===== config.mk =====
export PLATFORM = sky130hd
export DESIGN_NAME = cdt_ctrl
export DESIGN_NICKNAME = d
export VERILOG_FILES = /design/src/sv/cdt_pkg.sv /design/src/sv/cdt_ctrl.sv
export SDC_FILE = /design/constraint.sdc
export NUM_CORES = 1
export LEC_CHECK = 0
export BUFFER_PORTS_ARGS = -buffer_cell sky130_fd_sc_hd__buf_4
export CORE_AREA = 5 5 42 44
export DETAILED_ROUTE_END_ITERATION = 12
export DIE_AREA = 0 0 47 49
export PLACE_DENSITY = 0.65
export SYNTH_ARGS = -nofsm -noshare
export SYNTH_HDL_FRONTEND = slang
export SYNTH_SLANG_ARGS = --single-unit

===== constraint.sdc =====
create_clock -name clk -period 2.8 [get_ports clk]
set_input_delay 0.42 -clock clk [delete_from_list [all_inputs] [get_ports clk]]
set_output_delay 0.42 -clock clk [all_outputs]
set_load 0.1 [all_outputs]

===== src/sv/cdt_pkg.sv =====
// ----------------------------------------------------------------------------
// cdt_pkg
// shared types, sizes and step tables for the chessboard distance transform
// ----------------------------------------------------------------------------
package cdt_pkg;

  // grid limits; cell addresses are {row, col}
  localparam int MAX_ROWS  = 256;
  localparam int MAX_COLS  = 256;
  localparam int ROW_W     = 8;
  localparam int COL_W     = 8;
  localparam int SIZE_W    = 9;
  localparam int CELL_W    = ROW_W + COL_W;
  localparam int CELLS     = 1 << CELL_W;
  localparam int ROW_LIM   = (MAX_ROWS < 256) ? MAX_ROWS : 256;
  localparam int COL_LIM   = (MAX_COLS < 256) ? MAX_COLS : 256;
  localparam int DIST_W    = 9;
  localparam int OUT_DIST_W = 8;
  localparam int CNT_W     = 17;
  localparam int QPTR_W    = CELL_W + 1;
  localparam int CFG_IDX_W = 2;
  localparam int NB_DIRS   = 8;
  localparam int DIR_W     = 3;

  typedef enum logic [1:0] {
    OP_LOAD = 2'd0,
    OP_RUN  = 2'd1,
    OP_READ = 2'd2,
    OP_NOP  = 2'd3
  } opcode_t;

  typedef enum logic [CFG_IDX_W-1:0] {
    CFG_ROWS = 2'd0,
    CFG_COLS = 2'd1
  } cfg_index_t;

  typedef enum logic [2:0] {
    S_IDLE,
    S_RD,
    S_INIT,
    S_DRAIN,
    S_POP,
    S_NB,
    S_CHK,
    S_DONE
  } state_t;

  // step codes: 2'b01 forward, 2'b11 back, 2'b00 stay
  typedef logic [1:0] step_t;

  typedef struct packed {
    logic                  reached;
    logic [DIST_W-1:0]     dval;
  } dcell_t;

  typedef struct packed {
    logic [CELL_W-1:0]     loc;
    logic [DIST_W-1:0]     dval;
  } qent_t;

  typedef struct packed {
    logic [OUT_DIST_W-1:0] distance;
    logic                  reachable;
    logic [CNT_W-1:0]      uncovered_count;
    logic                  run_done;
  } result_t;

  typedef struct packed {
    logic seed_write;
    logic read_issue;
    logic push_load;
    logic push_read;
    logic push_run;
    logic run_start;
    logic init_issue;
    logic pop_issue;
    logic nb_issue;
    logic dir_step;
    logic chk_apply;
  } cmd_t;

  typedef struct packed {
    logic out_full;
    logic init_last;
    logic queue_empty;
    logic nb_inside;
    logic dir_last;
  } stat_t;

  function automatic step_t step_dr(input logic [DIR_W-1:0] dir);
    step_t s;
    unique case (dir)
      3'd0:    s = 2'b01;
      3'd1:    s = 2'b00;
      3'd2:    s = 2'b11;
      3'd3:    s = 2'b00;
      3'd4:    s = 2'b01;
      3'd5:    s = 2'b01;
      3'd6:    s = 2'b11;
      default: s = 2'b11;
    endcase
    return s;
  endfunction

  function automatic step_t step_dc(input logic [DIR_W-1:0] dir);
    step_t s;
    unique case (dir)
      3'd0:    s = 2'b00;
      3'd1:    s = 2'b01;
      3'd2:    s = 2'b00;
      3'd3:    s = 2'b11;
      3'd4:    s = 2'b01;
      3'd5:    s = 2'b11;
      3'd6:    s = 2'b01;
      default: s = 2'b11;
    endcase
    return s;
  endfunction

endpackage


===== src/sv/cdt_ctrl.sv =====
// ----------------------------------------------------------------------------
// cdt_ctrl
// sequencer for load, run, read and no-op words; drives the datapath by commands
// ----------------------------------------------------------------------------
module cdt_ctrl (
  input  logic           clk,
  input  logic           rst,
  input  logic           in_valid,
  output logic           in_ready,
  input  logic [1:0]     opcode,
  input  cdt_pkg::stat_t stat,
  output cdt_pkg::cmd_t  cmd
);
  import cdt_pkg::*;

  state_t  state;
  state_t  state_next;
  opcode_t op;
  logic    accept;

  assign op       = opcode_t'(opcode);
  assign in_ready = (state == S_IDLE) && !stat.out_full;
  assign accept   = in_valid && in_ready;

  always_ff @(posedge clk) begin
    if (rst) begin
      state <= S_IDLE;
    end else begin
      state <= state_next;
    end
  end

  always_comb begin
    state_next = state;
    cmd        = '0;
    unique case (state)
      S_IDLE: begin
        if (accept) begin
          unique case (op)
            OP_LOAD: begin
              cmd.seed_write = 1'b1;
              cmd.push_load  = 1'b1;
            end
            OP_RUN: begin
              cmd.run_start = 1'b1;
              state_next    = S_INIT;
            end
            OP_READ: begin
              cmd.read_issue = 1'b1;
              state_next     = S_RD;
            end
            default: begin
              cmd.push_load = 1'b1;
            end
          endcase
        end
      end
      S_RD: begin
        cmd.push_read = 1'b1;
        state_next    = S_IDLE;
      end
      S_INIT: begin
        cmd.init_issue = 1'b1;
        if (stat.init_last) begin
          state_next = S_DRAIN;
        end
      end
      S_DRAIN: begin
        state_next = S_POP;
      end
      S_POP: begin
        if (stat.queue_empty) begin
          state_next = S_DONE;
        end else begin
          cmd.pop_issue = 1'b1;
          state_next    = S_NB;
        end
      end
      S_NB: begin
        if (stat.nb_inside) begin
          cmd.nb_issue = 1'b1;
          state_next   = S_CHK;
        end else if (stat.dir_last) begin
          state_next = S_POP;
        end else begin
          cmd.dir_step = 1'b1;
        end
      end
      S_CHK: begin
        cmd.chk_apply = 1'b1;
        if (stat.dir_last) begin
          state_next = S_POP;
        end else begin
          cmd.dir_step = 1'b1;
          state_next   = S_NB;
        end
      end
      S_DONE: begin
        cmd.push_run = 1'b1;
        state_next   = S_IDLE;
      end
      default: begin
        state_next = S_IDLE;
      end
    endcase
  end

endmodule


==> results of run 1 <==
==> kinds of logic (layout without fill, tap and decap cells) <==
logic type | Yosys count | in the layout | synth area share (%)
AOI/OAI and AO/OA | 6 | 6 | 10.91
xor gates and xnor gates | 1 | 1 | 2.122
adders and majority gates | 3 | 3 | 9.092
buffers and inverters | 7 | 29 | 11.82
DFF | 3 | 3 | 14.55
muxes | 2 | 2 | 6.362
and+or+nand+nor | 25 | 25 | 45.15
==> synth_stat cells <==
cell type / count / area (µm²)
nand3b_4: 1 / 20.02
ha_1: 3 / 37.54
a31oi_1: 1 / 6.260
a211oi_1: 1 / 7.510
nor3_2: 1 / 10.01
nor2_1: 5 / 18.77
inv_2: 1 / 3.750
nand3_2: 1 / 10.01
xnor2_1: 1 / 8.760
a21oi_1: 1 / 5.000
o31ai_2: 1 / 12.51
mux2_4: 1 / 15.01
and4_2: 1 / 10.01
nand2b_1: 2 / 12.51
nand2b_4: 1 / 13.76
nor2b_1: 2 / 12.51
and2_1: 3 / 18.77
o21ai_2: 1 / 8.760
mux2_2: 1 / 11.26
dfxtp_1: 3 / 60.06
o21ai_1: 1 / 5.000
nor4_4: 1 / 21.27
nand2_1: 1 / 3.750
and3_1: 1 / 6.260
inv_1: 3 / 11.26
nor4_1: 3 / 18.77
buf_6: 3 / 33.78
nor3_1: 2 / 10.01
==> metal layers <==
layer,share of wire (%),track usage [%]
met1,43,12.47
met2,48,15.38
met3,9.4,1.476
met4,0,6.912
met5,0,0
==> layout make-up <==
cell class                 count  area (µm²)  area share (%)
clock buffer                   4       26.28           4.412
inverter                       4       15.01           2.521
multi-input combinational     37       316.6           53.15
sequential                     3       60.06           10.08
tap                           16       20.02           3.361
timing repair buffer          21       157.7           26.47
==> metrics by stage <==
step,setup slack [ps],total power (W),instance area (µm²),std cells
after global placement,1023,0.0001963,569.3,81
after global routing,628.2,0.0002875,595.6,85
final,754.5,0.0002698,595.6,85
after floorplan,86.93,0.0001695,425.4,47
after detailed placement,998.5,0.0001964,569.3,81
after CTS,737.1,0.0002736,595.6,85
==> critical path, delay by kind of cell, from the launching register on <==
family                 cells  cell delay (ps)
DFF                        1              630
and+or+nand+nor            1              240
buffers and inverters      2              530
==> where the power goes <==
group	leakage [nW]	internal, W	switching [W]
registers	0.0243	0.0000465	0.0000146
clock network	0.0150	0.0000533	0.0000206
logic	0.235	0.0000440	0.0000909
==> path summary, 6_finish.rpt <==
path | to | slack, ps
worst max-delay path | cmd[3] | 750
worst min-delay path | state[2]$_SDFFE_PP0P_ | 370
worst max register to register | state[0]$_SDFFE_PP0P_ | 1300
worst min register to register | state[1]$_SDFFE_PP0P_ | 800
==> metrics.md, run 1 <==
| Metric | Value |
|---|---|
| Mapped Nets | `60` |
| CTS root buf | `clkbuf_4` |
| DR DRC count | `0` |
| Max Freq | `a little under 500 MHz` |
| Tcrit/Tclk final | `73.05%` |
| FF+latch count, synth | `3` |
| Sequential-to-total area share from yosys stat | `14.55%` |
| Status | `complete, no violations` |
| Clock sink count | `3` |
| Initial Util | `29.46%` |
| Maximum clock path buffer count | `2` |
| CTS tree | `done` |
| Final core occ | `42.50%` |
| Mapped Cells | `47` |
| # diodes | `0` |
| WS Path Type | `reg -> out` |
| Die ar. | `2303 µm²` |
| Site Rows | `14` |
| Pre-antenna DRT Iters | `4` |
| CP Cell Sequence | `inv_1 -> nor4_2 -> buf_4` |
| VDD IR max | `around 0.19 mV` |
| Rel. slew slack | `62.08%` |
| Die Height | `between 40 and 50 µm` |
| Worst hold slack | `~370 ps` |
| Max reg flops | `3` |
| Final HPWL DP | `758.8 µm` |
| Post_cts resized | `0` |
| # hold bufs at CTS | `0` |
| Die width | `47 µm` |
| Max_cap viols | `0` |
| Worst reg2reg startpoint | `state[0]$_SDFFE_PP0P_` |
| Initial antenna violation count | `0` |
| First-pass GRT wire length | `1745 µm` |
| Worst Path Arrival | `1630 ps` |
| Slowest stage delay, CP | `630 ps` |
| Synth Cell Area | `412.9 µm²` |
| Vias/cell | `4.788` |
| Crit path required time | `2380 ps` |
| Buffer count from post-CTS setup fixing | `0` |
| Routability cong. | `0.7526` |
| Worst-Skew Late Latency | `230 ps` |
| Pin count of the biggest net entering global routing | `14` |
| Cell count of the worst reg-to-reg path | `4` |
| Most common cell after layout, fill and taps aside | `buf_4` |
| CTS Buf Count | `3` |
| Fin. max-slew vios | `0` |
| CP max-delay cell | `dfxtp_1` |
| Final TNS setup | `0 ps` |
| Most frequent cells in the layout | `21 x buf_4, 5 x nor2_1` |
| Nets | `83` |
| Post-route ant nets | `0` |
| CP Max Fanout | `12` |
| Most flop-heavy register | `state` |
| Vias in the first global route | `428` |
| Crit start category | `flip-flop` |
| Pwr/cell area | `around 450 nW/µm²` |
| Synth Warn # | `0` |
| Setup-failing EPs final | `0` |
| CTS H-Tree Depth | `1` |
| Hold path depth | `2` |
| HP Class | `in -> reg` |
| Iteration-0 DRC Markers | `3` |
| Tightest Pin Transition | `about 570 ps` |
| Lkg Pwr | `0.2744 nW` |
| Core area | `~1400 µm²` |
| Ports | `22` |
| Avg WL per Cell | `approximately 12 µm` |
| Final wirelength | `1008 µm` |
| Vias | `407` |
| IO buf count | `21` |
| Min-Delay Startpoint | `rst` |
| Minimum clock period | `2045 ps` |
| Total Routing Usage GR | `between 10% and 20%` |
| Layout area overhead | `44.24%` |
| Share of layout cells above drive strength 1 | `53.62%` |
| Max Clock Skew | `slightly below 3 ps` |
| Yosys cell types | `28` |
| # fillers | `155` |
| Clk slew on worst S/H paths | `40 ps` |
| RSZ-0062 raised after global routing | `false` |
| Syn avg cell area | `8.785 µm²` |
| Total grt overflow | `0` |
| Biggest regs | `state: 3 flops` |
| Fin. Hold Viols | `0` |
| CP endpoint kind | `output port` |
| Crit path from | `state[2]$_SDFFE_PP0P_` |
(Power assumes the default switching activity.)
==> inputs of run 2 (changes only) <==
--- a/config.mk
+++ b/config.mk
@@ -9,7 +9,7 @@
 export CORE_AREA = 5 5 42 44
 export DETAILED_ROUTE_END_ITERATION = 12
 export DIE_AREA = 0 0 47 49
-export PLACE_DENSITY = 0.65
+export PLACE_DENSITY = 0.67
 export SYNTH_ARGS = -nofsm -noshare
 export SYNTH_HDL_FRONTEND = slang
 export SYNTH_SLANG_ARGS = --single-unit
==> constraint.sdc (replaced) <==
create_clock -name clk -period 1.7 [get_ports clk]
set_input_delay 0.255 -clock clk [delete_from_list [all_inputs] [get_ports clk]]
set_output_delay 0.255 -clock clk [all_outputs]
set_load 0.1 [all_outputs]
==> run 2 against run 1 <==
Against the previous run:
- via count grew 4.9%
- worst setup slack got worse by 660 ps
- sequential share of layout area is 0.71 points lower
- clock-buffer cell count unchanged
- total power grew 80%
- critical path type unchanged
- critical endpoint is now in_ready
==> metrics.md, run 2 (synthesis gave the netlist of run 1 again) <==
| Metric | Value |
|---|---|
| Status | `complete, no violations` |
| Die width | `47 µm` |
| VDD IR max | `0.3727 mV` |
| Max Freq | `621.7 MHz` |
| Tcrit/Tclk final | `94.61%` |
| Final HPWL DP | `854.5 µm` |
| Share of layout cells above drive strength 1 | `66.67%` |
| Placed instance count | `84` |
| Max_cap viols | `0` |
| IO buf count | `21` |
| Multi-input gate area | `356.6 µm²` |
| Buffer count from post-CTS setup fixing | `0` |
| CTS H-Tree Depth | `1` |
| Layout area overhead | `64.85%` |
| Met2 Track Usage GR | `between 15 and 20%` |
| Routability cong. | `0.7025` |
| Fin. max-slew vios | `0` |
| First-pass GRT wire length | `about 1800 µm` |
| CTS root buf | `clkbuf_4` |
| # diodes | `0` |
| Reg area | `63.81 µm²` |
| Avg WL per Cell | `roughly 12 µm` |
| Initial antenna violation count | `0` |
| GRT busiest layer | `met2` |
| Iteration-0 DRC Markers | `6` |
| Worst-Skew Late Latency | `240 ps` |
| Lkg Pwr | `0.3017 nW` |
| Max reg flops | `3` |
| Tightest Pin Transition | `roughly 280 ps` |
| Worst Path Arrival | `1350 ps` |
| Fin. Hold Viols | `0` |
| CP Max Fanout | `8` |
| # fillers | `143` |
| Vias/cell | `about 4.9` |
| Max Clock Skew | `between 3 and 4 ps` |
| Die ar. | `~2300 µm²` |
| Final core occ | `48.57%` |
| Most frequent cells in the layout | `19 x buf_4, 5 x nor2_1, 5 x buf_6` |
| Most flop-heavy register | `state` |
| Die Height | `49 µm` |
| Rel. slew slack | `81.48%` |
| Core area | `1401 µm²` |
| Vias | `427` |
| HP Class | `in -> reg` |
| Most common cell after layout, fill and taps aside | `buf_4` |
| CTS tree | `done` |
| Ports | `22` |
| GRT met1 Usage | `between 10% and 20%` |
| Vias in the first global route | `about 420` |
| Clk slew on worst S/H paths | `40 ps` |
| Cell Count, Final, Fillers Out | `88` |
| Setup-failing EPs final | `0` |
| Initial Util | `29.46%` |
| Crit path required time | `1440 ps` |
| Pre-antenna DRT Iters | `3` |
| Clock sink count | `3` |
| DR DRC count | `0` |
| Site Rows | `14` |
| Total grt overflow | `0` |
| Pwr/cell area | `712.4 nW/µm²` |
| Final TNS setup | `0 ps` |
| Maximum clock path buffer count | `2` |
| Pin count of the biggest net entering global routing | `10` |
| # hold bufs at CTS | `0` |
| Routing usage on met3 | `3.321%` |
| Nets | `86` |
| WS Path Type | `reg -> out` |
| Total Routing Usage GR | `10.33%` |
| Biggest regs | `state: 3 flops` |
| Minimum clock period | `about 1600 ps` |
| CTS Buf Count | `3` |
| CP endpoint kind | `output port` |
| Post-route ant nets | `0` |
| RSZ-0062 raised after global routing | `false` |
| Final wirelength | `1041 µm` |
| Crit start category | `flip-flop` |
==> run 2: changes by cell type in the layout (fill, tap and decap cells not counted), sizes merged <==
cell / previous run / this run
buf: 21 / 24
==> run 2: timing repair <==
action,in CTS,in global routing
pin swaps,1,0
endpoints found under the setup margin,10,3
resized for setup,5,3
gates cloned,0,0
==> run 2: power by group <==
group	switching (W)	leakage, nW	internal [W]
clock network	0.0000458	0.0150	0.0000886
registers	0.0000183	0.0258	0.0000778
logic	0.000165	0.261	0.0000896
total	0.000229	0.302	0.000256
==> run 2: critical path: stages, from the launching register on <==
cell and delay, ps:
dfxtp_2 380, buf_4 170, nor4_4 240, buf_4 320
==> run 2: layout make-up <==
type / instances / share of cell area [%]
well taps: 16 / 2.941
multi-input cells: 37 / 52.39
clock buffers: 4 / 3.860
flip-flops and latches: 3 / 9.375
inverters: 4 / 2.206
repair buffers: 24 / 29.23
==> run 2: path summary, 6_finish.rpt <==
| check | start | endpoint | slack (ps) | cells past startpoint |
|---|---|---|---|---|
| min | rst | state[2]$_SDFFE_PP0P_ | 200 | 2 |
| max | state[1]$_SDFFE_PP0P_ | in_ready | 90 | 3 |
| min reg2reg | state[0]$_SDFFE_PP0P_ | state[2]$_SDFFE_PP0P_ | 660 | 3 |
| max reg2reg | state[0]$_SDFFE_PP0P_ | state[1]$_SDFFE_PP0P_ | 340 | 4 |
==> run 2: through the flow <==
step / hold slack [ps] / setup slack (ps) / total power [W] / instance area [µm²]
final: 196.8 / 91.61 / 0.0004849 / 680.7
after global routing: 203.2 / 11.07 / 0.0005074 / 680.7
after CTS: 197.7 / 14.47 / 0.0004877 / 671.9
after detailed placement: 446.4 / 180.3 / 0.0003471 / 631.9
after global placement: 447.1 / 195.5 / 0.0003458 / 631.9
after floorplan: 327.4 / -443.3 / 0.0002938 / 465.4
==> run 2: metal layers <==
layer	part of all wire, %	up-vias
met5	0	-
li1	-	214
met2	51	17
met4	0	0
met3	9.7	0
met1	39	196
